File: src/hw/rtl/vsp_pkg.sv
`default_nettype none
// ----------------------------------------------------------------------------
// vsp_pkg: shared types and helpers of the version string parser
// character codes, error codes, parse state and the identifier helpers
// ----------------------------------------------------------------------------
package vsp_pkg;

  localparam logic [7:0] CH_V      = 8'h76;
  localparam logic [7:0] CH_DOT    = 8'h2E;
  localparam logic [7:0] CH_HYPHEN = 8'h2D;
  localparam logic [7:0] CH_PLUS   = 8'h2B;
  localparam logic [7:0] CH_ZERO   = 8'h30;
  localparam logic [7:0] CH_NINE   = 8'h39;

  localparam int unsigned NumW   = 32;
  localparam int unsigned CountW = 8;

  typedef enum logic [2:0] {
    PH_START,
    PH_MAJOR,
    PH_MINOR,
    PH_PATCH,
    PH_PRE,
    PH_BUILD
  } phase_e;

  typedef enum logic [3:0] {
    ERR_NONE         = 4'd0,
    ERR_EMPTY        = 4'd1,
    ERR_BAD_NUMBER   = 4'd2,
    ERR_LEADING_ZERO = 4'd3,
    ERR_NO_DOT_MAJOR = 4'd4,
    ERR_NO_DOT_MINOR = 4'd5,
    ERR_PRE_CHAR     = 4'd6,
    ERR_PRE_EMPTY    = 4'd7,
    ERR_PATCH_CHAR   = 4'd8,
    ERR_BUILD_EMPTY  = 4'd9,
    ERR_BUILD_CHAR   = 4'd10,
    ERR_IDENT_EMPTY  = 4'd11,
    ERR_IDENT_ZERO   = 4'd12
  } err_e;

  typedef struct packed {
    phase_e              phase;
    logic [NumW-1:0]     acc;
    logic [NumW-1:0]     major;
    logic [NumW-1:0]     minor;
    logic [1:0]          digit_count;
    logic                first_digit_zero;
    logic [1:0]          ident_length;
    logic                ident_all_digits;
    logic [CountW-1:0]   ident_count;
    logic                char_error_flag;
    err_e                ident_error_code;
    err_e                first_error;
    logic                num_overflow;
    logic                build_nonempty;
  } state_t;

  typedef struct packed {
    err_e              error_code;
    logic [NumW-1:0]   major_value;
    logic [NumW-1:0]   minor_value;
    logic [NumW-1:0]   patch_value;
    logic [CountW-1:0] prerelease_count;
    logic              has_build;
  } result_t;

  function automatic state_t state_reset();
    state_t s;
    s = '0;
    s.phase            = PH_START;
    s.ident_all_digits = 1'b1;
    s.ident_error_code = ERR_NONE;
    s.first_error      = ERR_NONE;
    return s;
  endfunction

  function automatic logic is_digit(logic [7:0] c);
    return c inside {[CH_ZERO:CH_NINE]};
  endfunction

  function automatic logic is_ident_char(logic [7:0] c);
    return is_digit(c) || (c inside {[8'h41:8'h5A]}) || (c inside {[8'h61:8'h7A]}) ||
           c == CH_HYPHEN || c == CH_DOT;
  endfunction

  function automatic state_t clear_number(state_t s);
    state_t r;
    r = s;
    r.acc              = '0;
    r.digit_count      = 2'd0;
    r.first_digit_zero = 1'b0;
    r.num_overflow     = 1'b0;
    return r;
  endfunction

  function automatic err_e number_error(state_t s);
    err_e e;
    e = ERR_NONE;
    if (s.digit_count == 2'd0 || s.num_overflow) begin
      e = ERR_BAD_NUMBER;
    end else if (s.digit_count == 2'd2 && s.first_digit_zero) begin
      e = ERR_LEADING_ZERO;
    end
    return e;
  endfunction

  function automatic state_t close_ident(state_t s, logic check_lz);
    state_t r;
    err_e   e;
    r = s;
    e = ERR_NONE;
    if (s.ident_length == 2'd0) begin
      e = ERR_IDENT_EMPTY;
    end else if (check_lz && s.ident_all_digits && s.ident_length == 2'd2 &&
                 s.first_digit_zero) begin
      e = ERR_IDENT_ZERO;
    end
    if (e != ERR_NONE && s.ident_error_code == ERR_NONE) begin
      r.ident_error_code = e;
    end
    if (check_lz && s.ident_count != {CountW{1'b1}}) begin
      r.ident_count = s.ident_count + CountW'(1);
    end
    r.ident_length     = 2'd0;
    r.ident_all_digits = 1'b1;
    r.first_digit_zero = 1'b0;
    return r;
  endfunction

  function automatic state_t grow_ident(state_t s, logic [7:0] c);
    state_t r;
    r = s;
    if (s.ident_length == 2'd0) begin
      r.first_digit_zero = (c == CH_ZERO);
    end
    if (s.ident_length != 2'd2) begin
      r.ident_length = s.ident_length + 2'd1;
    end
    if (!is_digit(c)) begin
      r.ident_all_digits = 1'b0;
    end
    return r;
  endfunction

endpackage
`default_nettype wire

File: src/hw/rtl/vsp_step.sv
`default_nettype none
// ----------------------------------------------------------------------------
// vsp_step: one character of the parse
// next parse state from the current state and one word, plus the final result
// ----------------------------------------------------------------------------
module vsp_step (
  input  vsp_pkg::state_t  state_i,
  input  logic [7:0]       char_code_i,
  input  logic             is_last_i,
  input  logic             end_only_i,
  output vsp_pkg::state_t  state_o,
  output logic             emit_o,
  output vsp_pkg::result_t result_o
);
  import vsp_pkg::*;

  state_t      s;
  state_t      fs;
  err_e        ne;
  err_e        fe;
  logic        cont;
  logic [35:0] prod;

  // character step
  always_comb begin
    s    = state_i;
    ne   = ERR_NONE;
    cont = 1'b0;
    prod = ({4'd0, state_i.acc} << 3) + ({4'd0, state_i.acc} << 1) +
           {32'd0, char_code_i[3:0]};
    if (!end_only_i && s.first_error == ERR_NONE) begin
      cont = 1'b1;
      if (s.phase == PH_START) begin
        s.phase = PH_MAJOR;
        if (char_code_i == CH_V) begin
          cont = 1'b0;
        end
      end
      if (cont) begin
        case (s.phase)
          PH_MAJOR, PH_MINOR, PH_PATCH: begin
            if (is_digit(char_code_i)) begin
              if (s.digit_count == 2'd0) begin
                s.first_digit_zero = (char_code_i == CH_ZERO);
              end
              if (s.digit_count != 2'd2) begin
                s.digit_count = s.digit_count + 2'd1;
              end
              if (|prod[35:32]) begin
                s.num_overflow = 1'b1;
              end
              s.acc = prod[31:0];
            end else begin
              ne = number_error(s);
              if (ne != ERR_NONE) begin
                s.first_error = ne;
              end else if (s.phase == PH_MAJOR) begin
                if (char_code_i != CH_DOT) begin
                  s.first_error = ERR_NO_DOT_MAJOR;
                end else begin
                  s.major = s.acc;
                  s       = clear_number(s);
                  s.phase = PH_MINOR;
                end
              end else if (s.phase == PH_MINOR) begin
                if (char_code_i != CH_DOT) begin
                  s.first_error = ERR_NO_DOT_MINOR;
                end else begin
                  s.minor = s.acc;
                  s       = clear_number(s);
                  s.phase = PH_PATCH;
                end
              end else if (char_code_i == CH_HYPHEN) begin
                s.phase = PH_PRE;
              end else if (char_code_i == CH_PLUS) begin
                s.phase = PH_BUILD;
              end else begin
                s.first_error = ERR_PATCH_CHAR;
              end
            end
          end
          PH_PRE: begin
            if (is_ident_char(char_code_i)) begin
              if (char_code_i == CH_DOT) begin
                s = close_ident(s, 1'b1);
              end else begin
                s = grow_ident(s, char_code_i);
              end
            end else if (char_code_i != CH_PLUS) begin
              s.first_error = ERR_PRE_CHAR;
            end else if (s.ident_count == '0 && s.ident_length == 2'd0) begin
              s.first_error = ERR_PRE_EMPTY;
            end else begin
              s = close_ident(s, 1'b1);
              if (s.ident_error_code != ERR_NONE) begin
                s.first_error = s.ident_error_code;
              end else begin
                s.phase = PH_BUILD;
              end
            end
          end
          PH_BUILD: begin
            s.build_nonempty = 1'b1;
            if (!is_ident_char(char_code_i)) begin
              s.char_error_flag = 1'b1;
            end else if (char_code_i == CH_DOT) begin
              s = close_ident(s, 1'b0);
            end else begin
              s = grow_ident(s, char_code_i);
            end
          end
          default: ;
        endcase
      end
    end
  end

  // end of string check
  always_comb begin
    fs = s;
    fe = ERR_NONE;
    if (s.first_error != ERR_NONE) begin
      fe = s.first_error;
    end else begin
      case (s.phase)
        PH_START: fe = ERR_EMPTY;
        PH_MAJOR: begin
          fe = number_error(s);
          if (fe == ERR_NONE) fe = ERR_NO_DOT_MAJOR;
        end
        PH_MINOR: begin
          fe = number_error(s);
          if (fe == ERR_NONE) fe = ERR_NO_DOT_MINOR;
        end
        PH_PATCH: fe = number_error(s);
        PH_PRE: begin
          if (s.ident_count == '0 && s.ident_length == 2'd0) begin
            fe = ERR_PRE_EMPTY;
          end else begin
            fs = close_ident(s, 1'b1);
            fe = fs.ident_error_code;
          end
        end
        default: begin
          if (!s.build_nonempty) begin
            fe = ERR_BUILD_EMPTY;
          end else if (s.char_error_flag) begin
            fe = ERR_BUILD_CHAR;
          end else begin
            fs = close_ident(s, 1'b0);
            fe = fs.ident_error_code;
          end
        end
      endcase
    end
  end

  always_comb begin
    emit_o   = end_only_i || is_last_i;
    result_o = '0;
    result_o.error_code = fe;
    if (fe == ERR_NONE) begin
      result_o.major_value = s.major;
      result_o.minor_value = s.minor;
      result_o.patch_value = s.acc;
      if (s.phase == PH_PRE || s.phase == PH_BUILD) begin
        result_o.prerelease_count = fs.ident_count;
      end
      result_o.has_build = (s.phase == PH_BUILD);
    end
    state_o = emit_o ? state_reset() : s;
  end

endmodule
`default_nettype wire

File: src/hw/rtl/version_string_parser.sv
`default_nettype none
// ----------------------------------------------------------------------------
// version_string_parser: streaming semantic version checker
// validates a version string one character per word and reports the numbers
// ----------------------------------------------------------------------------
// The block takes one character word per clock unless an ending word waits in
// the input register for the result slot. A word sits in the input register
// while the step logic updates the parse state; the result, produced only for
// the word that ends the string (is_last or end_only), is written to the result
// register when that word moves on and is offered from there. The longest path
// is the accumulator's multiply-by-ten-and-add with its overflow test. The
// result register frees the input side: new words keep flowing while a
// finished result waits, and only a second ending word stalls until the first
// result is taken. After each result the parser is back at the start of a
// string, ready for the next one.
// ----------------------------------------------------------------------------
module version_string_parser (
  input  logic        clk_i,
  input  logic        rst_ni,
  input  logic        in_valid_i,
  output logic        in_ready_o,
  input  logic [7:0]  char_code_i,
  input  logic        is_last_i,
  input  logic        end_only_i,
  output logic        out_valid_o,
  input  logic        out_ready_i,
  output logic [3:0]  error_code_o,
  output logic [31:0] major_value_o,
  output logic [31:0] minor_value_o,
  output logic [31:0] patch_value_o,
  output logic [7:0]  prerelease_count_o,
  output logic        has_build_o
);
  import vsp_pkg::*;

  // input register
  logic       in_valid_q;
  logic [7:0] char_q;
  logic       last_q;
  logic       end_only_q;

  // parse state and result register
  state_t  state_q;
  state_t  state_d;
  logic    emit;
  logic    advance;
  result_t res_d;
  result_t res_q;
  logic    out_valid_q;

  vsp_step u_step (
    .state_i     (state_q),
    .char_code_i (char_q),
    .is_last_i   (last_q),
    .end_only_i  (end_only_q),
    .state_o     (state_d),
    .emit_o      (emit),
    .result_o    (res_d)
  );

  // a held word moves on unless it ends a string and the result slot is full
  assign advance    = in_valid_q && (!emit || !out_valid_q || out_ready_i);
  assign in_ready_o = !in_valid_q || advance;

  always_ff @(posedge clk_i or negedge rst_ni) begin
    if (!rst_ni) begin
      in_valid_q <= 1'b0;
    end else if (in_ready_o) begin
      in_valid_q <= in_valid_i;
    end
  end

  // payload only, no reset
  always_ff @(posedge clk_i) begin
    if (in_valid_i && in_ready_o) begin
      char_q     <= char_code_i;
      last_q     <= is_last_i;
      end_only_q <= end_only_i;
    end
  end

  always_ff @(posedge clk_i or negedge rst_ni) begin
    if (!rst_ni) begin
      state_q <= state_reset();
    end else if (advance) begin
      state_q <= state_d;
    end
  end

  always_ff @(posedge clk_i or negedge rst_ni) begin
    if (!rst_ni) begin
      out_valid_q <= 1'b0;
    end else if (advance && emit) begin
      out_valid_q <= 1'b1;
    end else if (out_ready_i) begin
      out_valid_q <= 1'b0;
    end
  end

  always_ff @(posedge clk_i) begin
    if (advance && emit) begin
      res_q <= res_d;
    end
  end

  assign out_valid_o        = out_valid_q;
  assign error_code_o       = res_q.error_code;
  assign major_value_o      = res_q.major_value;
  assign minor_value_o      = res_q.minor_value;
  assign patch_value_o      = res_q.patch_value;
  assign prerelease_count_o = res_q.prerelease_count;
  assign has_build_o        = res_q.has_build;

  // a failed parse reports nothing but its code
  a_err_clears_fields: assert property (@(posedge clk_i) disable iff (!rst_ni)
    out_valid_q && res_q.error_code != ERR_NONE |->
      res_q.major_value == '0 && res_q.minor_value == '0 &&
      res_q.patch_value == '0 && res_q.prerelease_count == '0 && !res_q.has_build)
    else $error("error result carries non-zero fields");

  // the parser restarts after every result
  a_restart_after_emit: assert property (@(posedge clk_i) disable iff (!rst_ni)
    advance && emit |=> state_q.phase == PH_START && state_q.first_error == ERR_NONE)
    else $error("parse state not cleared after result");

  // the first character always leaves the start phase
  a_no_error_at_start: assert property (@(posedge clk_i) disable iff (!rst_ni)
    state_q.first_error != ERR_NONE |-> state_q.phase != PH_START)
    else $error("error recorded before any character");

  // a stalled word is held until it moves on
  a_stall_holds_word: assert property (@(posedge clk_i) disable iff (!rst_ni)
    in_valid_q && !advance |=> in_valid_q && $stable(char_q) && $stable(state_q))
    else $error("stalled word lost or state moved");

endmodule
`default_nettype wire

File: config.mk
export PLATFORM = sky130hd
export DESIGN_NAME = version_string_parser
export DESIGN_NICKNAME = d
export VERILOG_FILES = /design/src/hw/rtl/vsp_pkg.sv /design/src/hw/rtl/vsp_step.sv /design/src/hw/rtl/version_string_parser.sv
export SDC_FILE = /design/constraint.sdc
export NUM_CORES = 1
export LEC_CHECK = 0
export ABC_AREA = 1
export BUFFER_PORTS_ARGS = -buffer_cell sky130_fd_sc_hd__buf_2
export CAP_MARGIN = 20
export CELL_PAD_IN_SITES_DETAIL_PLACEMENT = 0
export CELL_PAD_IN_SITES_GLOBAL_PLACEMENT = 1
export CORE_MARGIN = 4
export CORE_UTILIZATION = 45
export CTS_BUF_LIST = sky130_fd_sc_hd__clkbuf_8
export CTS_CLUSTER_SIZE = 28
export DETAILED_ROUTE_END_ITERATION = 8
export PLACE_DENSITY = 0.88
export SYNTH_ARGS = -nofsm -noshare
export SYNTH_HDL_FRONTEND = slang
export SYNTH_SLANG_ARGS = --single-unit
File: constraint.sdc
create_clock -name clk_i -period 11.09 [get_ports clk_i]
set_clock_uncertainty 0.05 [all_clocks]
set_input_delay 1.6635 -clock clk_i [delete_from_list [all_inputs] [get_ports clk_i]]
set_output_delay 1.6635 -clock clk_i [all_outputs]
set_load 0.005 [all_outputs]
==> metrics.md, run 1 <==
| Metric | Value |
|---|---|
| Crit Path Class | flip-flop to flip-flop |
| Tightest Pin Transition | 0.9325 ns |
| DRT Pass-1 Iters | 6 |
| Top-area cell type share of the netlist area | 24.59% |
| Final min period | 5.810 ns |
| Worst Setup Start Kind | flip-flop |
| Crit-path max cell delay | 0.73 ns |
| F_max | 172.1 MHz |
| Top Family by Delay on Critical Path | simple AND/OR/NAND/NOR gates |
| CP arrival | 6.04 ns |
| Max transition margin | 37.66% |
| CP endpoint kind | flip-flop |
| Nets | 1941 |
| Ys async rst share | 51.43% |
| Cells along the critical path | inv_1 > fa_1 > fa_1 > inv_1 > nand2_1 > o21ai_1 > a21oi_1 > o21ai_1 > nand4_1 > nand3_1 > nand2_1 > nor2_1 > nand2_1 > a21oi_1 > nand3_1 > nand3_1 > nand2_1 > nand2_1 > nor2_4 > nand3_4 > buf_4 > nor2_1 |
| Final antenna-violating net count | 0 |
| Number of global-route vias before repair | 12670 |
| Routed wire per std cell | 19.37 um |
| Main combinational cell family by area after synthesis | simple AND/OR/NAND/NOR gates |
| CP Max Fanout | 50 |
| RSZ-0062 raised after global routing | no |
| Worst r2r path cells | 22 |
| Syn avg cell area | 8.395 sq um |
| Max-Cap Viols | 0 |
| Critical Path RT | 11.32 ns |
| CTS Buf Count | 43 |
| FF-to-FF Start | char_q[3]$_DFFE_PP_ |
| Crit-path slowest cell | buf_4 |
| HP Start | state_q[32]$_DFFE_PN0P_ |
| Die Width | 187.7 um |
| CTS H-tree depth | 2 |
| Cell Area, Placed | 15480 sq um |
| IO Port Bufs | 124 |
| WHS Path Cells | 2 |
| Synth top cells by count | 291 x nand2_1, 212 x nor2_1, 185 x inv_1 |
| Area contributors post-synth | edfxtp_1 25%, dfrtp_1 22%, nand2_1 7.5% |
| Final hold vios | 0 |
| Hpwl dp | 31.89 mm |
| Area grow syn2layout | 13.11% |
| Fin. max-slew vios | 0 |
| Synth Area in Adders | 6.561% |
| Post-Synth Simple-Gate Area | 21.81% |
| RD Place Congestion | 0.9211 |
| Starting density of the core | 45.81% |
| Share of cells above drive strength 1 | 17.59% |
| CORE AREA | 31720 sq um |
| Final Cell Area | 16440 sq um |
| Postcts setup bufs | 0 |
| Sequential area share after synthesis | 46.30% |
| # setup viols final | 0 |
| Compound-Gate Fraction of Synth Area | 16.64% |
| R2r setup slk | 5.28 ns |
| Die area | 35230 sq um |
| CTS resizes | 0 |
| Crit share post-route | 52.39% |
| CTS Hold Bufs | 0 |
| Synth cell types | 55 |
| Syn Nets | 1820 |
| CP bufs+invs | 3 |
| Reg-to-reg endpoint | minor_value_o[9]$_SDFFCE_PP0P_ |
| P_leak | 7.126 nW |
| Pwr/cell area | 136.4 nW/um^2 |
| Post-synth EDFFs | 119 |
| Top FF cell, synth | dfrtp_1 |
| IO Pins | 125 |
| Bufs on Longest Clock Path | 3 |
| Synth warnings | 0 |
| Outcome | finished, final reports clean |
| Mapped cell area | 14530 sq um |
| First-pass GRT wire length | 69.68 mm |
| Initial antenna violation count | 0 |
| VDD IR-drop max | 0.08511 mV |
| Yosys reg bits | 245 |
| Largest area contributor in the netlist | edfxtp_1 |
| Drt via density | 5.610 |
| Hold Path Class | flip-flop to flip-flop |
| Grt total ovfl | 0 |
| # clock sinks | 245 |
| Mux cell area share after synthesis | 0% |
| # rows | 65 |
| N_diodes | 0 |
| Total power | 0.002241 W |
| Synth Area in XOR/XNOR | 1.205% |
| Hold Path Sink | state_q[32]$_DFFE_PN0P_ |
| Die Ht | 187.7 um |
| Setup TNS | 0 ns |
| Initial drt markers | 1243 |
| CTS tree | done |
| Total GRT Usage | 24.60% |
| Top-count cell post-synth | nand2_1 |
| Largest net degree at the start of global routing | 74 |
| DR vias | 12840 |
| Clock transition at the registers of the reported paths | 0.06 ns |
| Clock latency on the worst-skew pair | 0.57 ns |
| DRC Markers | 0 |
| WL final | 44.34 mm |
| Root Buffer | clkbuf_8 |
| CP most frequent cell | nand2_1 |
| Post-Syn Instances | 1731 |
[worst max path at each step]
stage | from | endpoint | slack, ns | cells after the start
global placement | char_q[2]$_DFFE_PP_ | patch_value_o[16]$_SDFFCE_PP0P_ | 5.60 | 23
floorplan | out_ready_i | error_code_o[0]$_DFFE_PP_ | 6.34 | 4
detailed placement | char_q[2]$_DFFE_PP_ | patch_value_o[2]$_SDFFCE_PP0P_ | 5.41 | 23
finish | char_q[3]$_DFFE_PP_ | minor_value_o[9]$_SDFFCE_PP0P_ | 5.28 | 22
global route | char_q[2]$_DFFE_PP_ | minor_value_o[9]$_SDFFCE_PP0P_ | 4.83 | 23
CTS | char_q[2]$_DFFE_PP_ | minor_value_o[9]$_SDFFCE_PP0P_ | 5.40 | 23
[area by class of cell]
| cell class | instances | area (sq um) |
|---|---|---|
| well taps | 402 | 503.0 |
| fillers | 3016 | 15280 |
| clock inverters | 28 | 221.5 |
| clock buffers | 52 | 715.7 |
| multi-input cells | 1212 | 6739 |
| repair buffers | 135 | 718.2 |
| flip-flops and latches | 245 | 6728 |
| inverters | 215 | 812.0 |
[cells by family (layout without fill, tap and decap cells)]
family,count (synthesis),count (layout)
and+or+nand+nor,689,689
buffers and inverters,274,430
AOI/OAI and AO/OA,428,428
adders and majority gates,75,75
xor gates and xnor gates,20,20
DFF,245,245
[tightest hold or removal path: stages, from the launching register on]
cell	delay, ns
dfrtp_1	0.34
nand2_1	0.05
o21ai_0	0.06
[per-stage QoR]
stage                     std cells  hold WS (ns)  worst slack [ns]  utilization, %
after floorplan                1731        0.3979             6.342               -
after global placement         2208        0.4113             5.603           48.80
after CTS                      2288        0.4346             5.395           51.76
after global routing           2289        0.4456             4.834           51.82
final                          2289        0.4293             5.280           51.82
after detailed placement       2208        0.4179             5.410           48.80
[layout by cell type (no fill, tap or decap), drive strengths merged, types with 2 or more instances in the layout]
cell	n
a31oi	18
o2111ai	3
nand2	305
a22oi	5
a21boi	3
nand4	18
o211ai	7
or2	5
o22ai	85
dfrtp	125
nand3	68
nor3	20
ha	73
xor2	19
o21a	6
a211oi	4
clkbuf	52
clkinv	18
o31ai	2
inv	221
fa	2
nor2	269
nor4	2
a21oi	109
buf	135
o21bai	3
edfxtp	119
bufinv	3
o21ai	180
[sequential cells by signal (all words and copies together), names as in the netlist]
name and flops:
error_code_o 4, end_only_q 1, last_q 1, prerelease_count_o 8, major_value_o 32, minor_value_o 32, out_valid_o 1, patch_value_o 32
has_build_o 1, in_valid_q 1, state_q 124, char_q 8
[report_power, final]
part           switching, W  internal, W  total [W]
Combinational      0.000238    0.0000678   0.000306
Clock              0.000406     0.000501   0.000907
Sequential        0.0000238      0.00100    0.00103
Total              0.000668      0.00157    0.00224
[metal layers]
| metal | routed length, um | GRT usage (%) | up-vias | part of all wire [%] |
|---|---|---|---|---|
| met1 | 18340 | 31.18 | 6174 | 41 |
| met5 | 0 | 0 | - | 0 |
| li1 | - | - | 6139 | - |
| met4 | 1896 | 9.740 | 0 | 4.3 |
| met2 | 21690 | 42.65 | 434 | 49 |
| met3 | 2411 | 3.462 | 94 | 5.4 |
No activity file was read; power rests on OpenSTA's default activity.
==> run 2, diff against run 1 <==
Settings changed: CORE_UTILIZATION 45 to 43.
Clock period 11.09 ns to 4.9 ns, I/O delays scaled along.
==> metrics.md, run 2 (synthesis gave the netlist of run 1 again) <==
| Metric | Value |
|---|---|
| Outcome | finished, final reports clean (unchanged) |
| CTS Hold Bufs | 0 (unchanged) |
| Commonest non-fill, non-tap cell in the layout | nand2_1 (unchanged) |
| # clock sinks | 245 (unchanged) |
| # setup viols final | 0 (unchanged) |
| N_diodes | 0 (unchanged) |
| P_leak | 7.243 nW (was 7.126 nW) |
| Placed instance count | 2270 (was 2208) |
| Hpwl dp | 31.93 mm (was 31.89 mm) |
| Nets | 1963 (was 1941) |
| Cell Count, Final, Fillers Out | 2356 (was 2289) |
| CTS Buf Count | 43 (unchanged) |
| Crit share post-route | 91.95% (was 52.39%) |
| CP bufs+invs | 4 (was 3) |
| Fin. max-slew vios | 0 (unchanged) |
| Initial antenna violation count | 0 (unchanged) |
| Worst Setup Start Kind | flip-flop (unchanged) |
| Final antenna-violating net count | 0 (unchanged) |
| Leading cell types in the layout, fill and taps excluded | 290 x nand2_1, 212 x nor2_1, 202 x inv_1 (was 290 x nand2_1, 212 x nor2_1, 192 x inv_1) |
| IO Port Bufs | 124 (unchanged) |
| DRT Pass-1 Iters | 5 (was 6) |
| Cells along the critical path | ha_1 > ha_1 > inv_1 > fa_1 > inv_1 > nand2_1 > o21ai_1 > a21oi_1 > o21ai_1 > nand4_1 > nand3_1 > nand2_1 > nor2_1 > nand2_1 > a21oi_2 > nand3_1 > nand3_1 > nand2_1 > nand2_1 > nor2_4 > nand3_4 > buf_4 > buf_12 > nor2_1 (was inv_1 > fa_1 > fa_1 > inv_1 > nand2_1 > o21ai_1 > a21oi_1 > o21ai_1 > nand4_1 > nand3_1 > nand2_1 > nor2_1 > nand2_1 > a21oi_1 > nand3_1 > nand3_1 > nand2_1 > nand2_1 > nor2_4 > nand3_4 > buf_4 > nor2_1) |
| Cell Area, Placed | 15720 sq um (was 15480 sq um) |
| Max-Cap Viols | 0 (unchanged) |
| Grt total ovfl | 0 (unchanged) |
| Hold slack | 0.2657 ns (was 0.4293 ns) |
| Drt via density | 5.388 (was 5.610) |
| Crit Path Class | flip-flop to flip-flop (unchanged) |
| Die Width | 191.8 um (was 187.7 um) |
| Die Ht | 191.8 um (was 187.7 um) |
| Critical Path RT | 5.16 ns (was 11.32 ns) |
| Bufs on Longest Clock Path | 3 (unchanged) |
| First-pass GRT wire length | 68.79 mm (was 69.68 mm) |
| Final hold vios | 0 (unchanged) |
| Crit-path slowest cell | edfxtp_1 (was buf_4) |
| CTS H-tree depth | 2 (unchanged) |
| Root Buffer | clkbuf_8 (unchanged) |
| F_max | 221.9 MHz (was 172.1 MHz) |
| DRC Markers | 0 (unchanged) |
| Most Crowded Layer GR | met2 (unchanged) |
| M2 GR Usage | 40.81% (was 42.65%) |
| VDD IR-drop max | 0.1997 mV (was 0.08511 mV) |
| Clock latency on the worst-skew pair | 0.58 ns (was 0.57 ns) |
| Clock transition at the registers of the reported paths | 0.06 ns (about the same) |
| Die area | 36800 sq um (was 35230 sq um) |
| CP endpoint kind | flip-flop (unchanged) |
| # rows | 67 (was 65) |
| Final worst slack | 0.3943 ns (was 5.280 ns) |
| Tightest Pin Transition | 1.102 ns (was 0.9325 ns) |
| CTS tree | done (unchanged) |
| Met3 Resource Use GR | 3.726% (was 3.462%) |
| CP most frequent cell | nand2_1 (unchanged) |
| Total GRT Usage | 23.69% (was 24.60%) |
| WL final | 43.95 mm (was 44.34 mm) |
| IO Pins | 125 (unchanged) |
| Final Cell Area | 16630 sq um (was 16440 sq um) |
| Met1 GRT Util | 29.43% (was 31.18%) |
| Area grow syn2layout | 14.43% (was 13.11%) |
| Pwr/cell area | 300.9 nW/um^2 (was 136.4 nW/um^2) |
| Routed wire per std cell | 18.65 um (was 19.37 um) |
| CP arrival | 4.77 ns (was 6.04 ns) |
| Setup WS pre-CTS | 0.1555 ns (was 5.410 ns) |
| Number of global-route vias before repair | 12620 (was 12670) |
| RD Place Congestion | 0.9247 (was 0.9211) |
| Final min period | 4.506 ns (was 5.810 ns) |
| Largest Register | state_q (unchanged) |
| CORE AREA | 33450 sq um (was 31720 sq um) |
| Crit-path max cell delay | 0.50 ns (was 0.73 ns) |
| DR vias | 12690 (was 12840) |
| Largest net degree at the start of global routing | 81 (was 74) |
| Starting density of the core | 43.44% (was 45.81%) |
| Share of cells above drive strength 1 | 18.03% (was 17.59%) |
| CP Max Fanout | 28 (was 50) |
| Hold Path Class | input pin to asynchronous set/reset pin (was flip-flop to flip-flop) |
| Number of flip-flops in the largest register | 124 (unchanged) |
| Top Family by Delay on Critical Path | simple AND/OR/NAND/NOR gates (unchanged) |
| Max transition margin | 26.52% (was 37.66%) |
| Initial drt markers | 870 (was 1243) |
run 2: changes by cell type in the layout (fill, tap and decap cells not counted), moves of 2 or more:
cell,previous run,this run
inv_8,0,2
clkinv_2,9,6
buf_4,11,28
inv_1,192,202
clkbuf_8,52,45
buf_12,1,6
run 2: worst register-to-register path, stage by stage (launching register included):
cell      delay (ns)
edfxtp_1        0.50
ha_1            0.34
ha_1            0.22
inv_1           0.10
fa_1            0.42
inv_1           0.07
nand2_1         0.06
o21ai_1         0.23
a21oi_1         0.19
o21ai_1         0.29
nand4_1         0.16
nand3_1         0.10
nand2_1         0.06
nor2_1          0.08
nand2_1         0.11
a21oi_2         0.26
nand3_1         0.12
nand3_1         0.10
nand2_1         0.05
nand2_1         0.13
nor2_4          0.06
nand3_4         0.09
buf_4           0.18
buf_12          0.23
nor2_1          0.07
run 2: final timing paths:
kind,from,to,slack [ns],cells after the start
setup / recovery,char_q[2]$_DFFE_PP_,minor_value_o[24]$_SDFFCE_PP0P_,0.39,24
hold / removal,rst_ni,state_q[9]$_DFFE_PN0P_,0.27,1
setup reg to reg,char_q[2]$_DFFE_PP_,minor_value_o[24]$_SDFFCE_PP0P_,0.39,24
hold reg to reg,state_q[42]$_DFFE_PN0P_,state_q[42]$_DFFE_PN0P_,0.43,2
max in group asynchronous,rst_ni,state_q[39]$_DFFE_PN0P_,3.64,2
min in group clk_i,char_code_i[0],char_q[0]$_DFFE_PP_,0.29,1
run 2: metrics by stage:
stage | setup TNS (ns) | util (%) | total power (W)
finish | 0 | 49.71 | 0.005003
global route | -0.0005334 | 49.71 | 0.005215
floorplan | 0 | - | 0.002830
global placement | 0 | 47.00 | 0.003105
CTS | 0 | 49.51 | 0.005004
detailed placement | 0 | 47.00 | 0.003112
run 2: area by class of cell:
class | instances | area, sq um
repair buffers | 157 | 945.9
flip-flops and latches | 245 | 6728
clock buffers | 45 | 619.3
multi-input cells | 1212 | 6743
fillers | 3173 | 16820
well taps | 448 | 560.5
inverters | 215 | 812.0
clock inverters | 34 | 220.2
run 2: what timing repair did:
| item | 4_1_cts | 5_1_grt |
|---|---|---|
| gates resized for setup | 0 | 2 |
| endpoints found under the setup margin | 0 | 101 |
| buffers inserted | 0 | 7 |
run 2: layer usage:
layer / part of all wire [%] / vias up
met5: 0 / -
met4: 4.6 / 0
met3: 5.1 / 92
met2: 49 / 369
met1: 41 / 6047
li1: - / 6186
run 2: power by group:
part	total [W]	switching, W	internal, W
registers	0.00233	0.0000560	0.00227
clock network	0.00189	0.000914	0.000975
logic	0.000784	0.000551	0.000233
total	0.00500	0.00152	0.00348
==> run 3, diff against run 2 <==
Settings changed: CORE_UTILIZATION 43 to 45.
Clock period 4.9 ns to 5.1 ns, I/O delays scaled along.
==> metrics.md, run 3 (synthesis gave the netlist of run 1 again) <==
| Metric | Value |
|---|---|
| First-pass GRT wire length | 69.48 mm (was 68.79 mm) |
| DRT Pass-1 Iters | 5 (unchanged) |
| CP endpoint kind | flip-flop (unchanged) |
| Starting density of the core | 45.81% (was 43.44%) |
| RSZ-0062 raised after global routing | no |
| Total power | 0.004749 W (was 0.005003 W) |
| Total GRT Usage | 24.28% (was 23.69%) |
| Pwr/cell area | 288.6 nW/um^2 (was 300.9 nW/um^2) |
| DR vias | 12760 (was 12690) |
| P_leak | 7.154 nW (was 7.243 nW) |
| Sw Ratio | 30.19% (was 30.40%) |
| IO Port Bufs | 124 (unchanged) |
| Switching power | 0.001434 W (was 0.001521 W) |
| Final min period | 4.668 ns (was 4.506 ns) |
| Pint | 0.003315 W (was 0.003482 W) |
| Clock transition at the registers of the reported paths | 0.06 ns (about the same) |
| Logic pwr share | 14.7% (was 15.7%) |
| Number of global-route vias before repair | 12650 (was 12620) |
| Bufs on Longest Clock Path | 3 (unchanged) |
| Share of cells above drive strength 1 | 17.56% (was 18.03%) |
| Critical Path RT | 5.46 ns (was 5.16 ns) |
| F_max | 214.2 MHz (was 221.9 MHz) |
| CTS tree | done (unchanged) |
| Initial antenna violation count | 0 (unchanged) |
| IO Pins | 125 (unchanged) |
| CP arrival | 5.03 ns (was 4.77 ns) |
| CP Max Fanout | 41 (was 28) |
| Root Buffer | clkbuf_8 (unchanged) |
| Fin. max-slew vios | 0 (unchanged) |
| Final hold vios | 0 (unchanged) |
| Clock network power share | 38.2% (was 37.7%) |
| Grt total ovfl | 0 (unchanged) |
| Drt via density | 5.551 (was 5.388) |
| Tightest Pin Transition | 0.9354 ns (was 1.102 ns) |
| Routed wire per std cell | 19.11 um (was 18.65 um) |
| CTS Buf Count | 43 (unchanged) |
| # rows | 65 (was 67) |
| Leading cell types in the layout, fill and taps excluded | 290 x nand2_1, 212 x nor2_1, 199 x inv_1 (was 290 x nand2_1, 212 x nor2_1, 202 x inv_1) |
| Setup TNS | 0 ns (unchanged) |
| Hold Path Class | input pin to asynchronous set/reset pin (unchanged) |
| VDD IR-drop max | 0.2057 mV (was 0.1997 mV) |
| Die Ht | 187.7 um (was 191.8 um) |
| Crit Path Class | flip-flop to flip-flop (unchanged) |
| Worst Setup Start Kind | flip-flop (unchanged) |
| WL final | 43.92 mm (was 43.95 mm) |
| Commonest non-fill, non-tap cell in the layout | nand2_1 (unchanged) |
| CORE AREA | 31720 sq um (was 33450 sq um) |
| N_diodes | 0 (unchanged) |
| Final worst slack | 0.4323 ns (was 0.3943 ns) |
| Die Width | 187.7 um (was 191.8 um) |
| Final antenna-violating net count | 0 (unchanged) |
| # setup viols final | 0 (unchanged) |
| RD Place Congestion | 0.9778 (was 0.9247) |
| Number of flip-flops in the largest register | 124 (unchanged) |
| Outcome | finished, final reports clean (unchanged) |
| Crit share post-route | 91.52% (was 91.95%) |
| CTS Hold Bufs | 0 (unchanged) |
| Postcts setup bufs | 0 (unchanged) |
| Hpwl dp | 32.54 mm (was 31.93 mm) |
| CTS resizes | 0 (unchanged) |
| Max-Cap Viols | 0 (unchanged) |
| CTS H-tree depth | 2 (unchanged) |
| Initial drt markers | 887 (was 870) |
| Setup WS pre-CTS | 0.5321 ns (was 0.1555 ns) |
| DRC Markers | 0 (unchanged) |
| Largest Register | state_q (unchanged) |
| Clock latency on the worst-skew pair | 0.57 ns (was 0.58 ns) |
| Area grow syn2layout | 13.23% (was 14.43%) |
| Reg power frac | 47.2% (was 46.6%) |
| Largest net degree at the start of global routing | 72 (was 81) |
| Max transition margin | 37.64% (was 26.52%) |
| # clock sinks | 245 (unchanged) |
| Nets | 1950 (was 1963) |
| Die area | 35230 sq um (was 36800 sq um) |
## run 3: final timing paths
kind,cells past startpoint,start,to,slack [ns]
setup / recovery,23,char_q[3]$_DFFE_PP_,patch_value_o[9]$_SDFFCE_PP0P_,0.43
min in group clk_i,1,char_code_i[6],char_q[6]$_DFFE_PP_,0.32
setup reg to reg,23,char_q[3]$_DFFE_PP_,patch_value_o[9]$_SDFFCE_PP0P_,0.43
hold / removal,1,rst_ni,state_q[7]$_DFFE_PN0P_,0.25
max in group asynchronous,2,rst_ni,state_q[29]$_DFFE_PN0P_,3.68
hold reg to reg,2,state_q[33]$_DFFE_PN0P_,state_q[33]$_DFFE_PN0P_,0.43
## run 3: worst max-delay path, stage by stage (launching register included)
cell and delay [ns]:
edfxtp_1 0.47, inv_1 0.14, fa_1 0.60, inv_1 0.06, ha_1 0.28, nand3_1 0.08, nand3_1 0.12, a21oi_1 0.12
o21ai_0 0.34, nand3_1 0.12, nand2_1 0.15, nand2_1 0.09, nand3_1 0.09, nand2_1 0.06, nor2_1 0.10, nand2_1 0.11
a21oi_1 0.32, nand2_1 0.10, nand2_1 0.07, nand3_1 0.09, a21oi_2 0.23, nand3_4 0.25, buf_12 0.28, nor2_1 0.16
## run 3: power groups by stage
stage	combinational [W]	sequential [W]	clock, W
final	0.000697	0.00224	0.00181
after global routing	0.000759	0.00225	0.00194
after CTS	0.000701	0.00224	0.00185
after detailed placement	0.000700	0.00228	0
after global placement	0.000690	0.00227	0
after floorplan	0.000445	0.00227	0
## run 3: per-layer routing
| layer | up-vias | track usage (%) | part of all wire (%) |
|---|---|---|---|
| met5 | - | 0 | 0 |
| met4 | 0 | 9.881 | 4.1 |
| met3 | 104 | 3.295 | 5.4 |
| met2 | 451 | 41.83 | 49 |
| met1 | 6050 | 30.97 | 42 |
| li1 | 6151 | - | - |
## run 3: final cells by class
cell class	count	area (sq um)
fill	3034	15260
multi-input combinational	1212	6739
sequential	245	6728
inverter	215	812.0
timing repair buffer	144	810.8
clock buffer	50	688.2
tap	402	503.0
clock inverter	30	172.7
## run 3: metrics by stage
step	hold slack, ns	instance area, sq um	cells	utilization [%]
5_1_grt	0.2976	16450	2298	51.87
4_1_cts	0.2769	16450	2298	51.87
6_report	0.2548	16450	2298	51.87
3_3_place_gp	0.4115	15590	2218	49.16
2_1_floorplan	0.3979	14530	1731	-
3_5_place_dp	0.4181	15590	2218	49.16
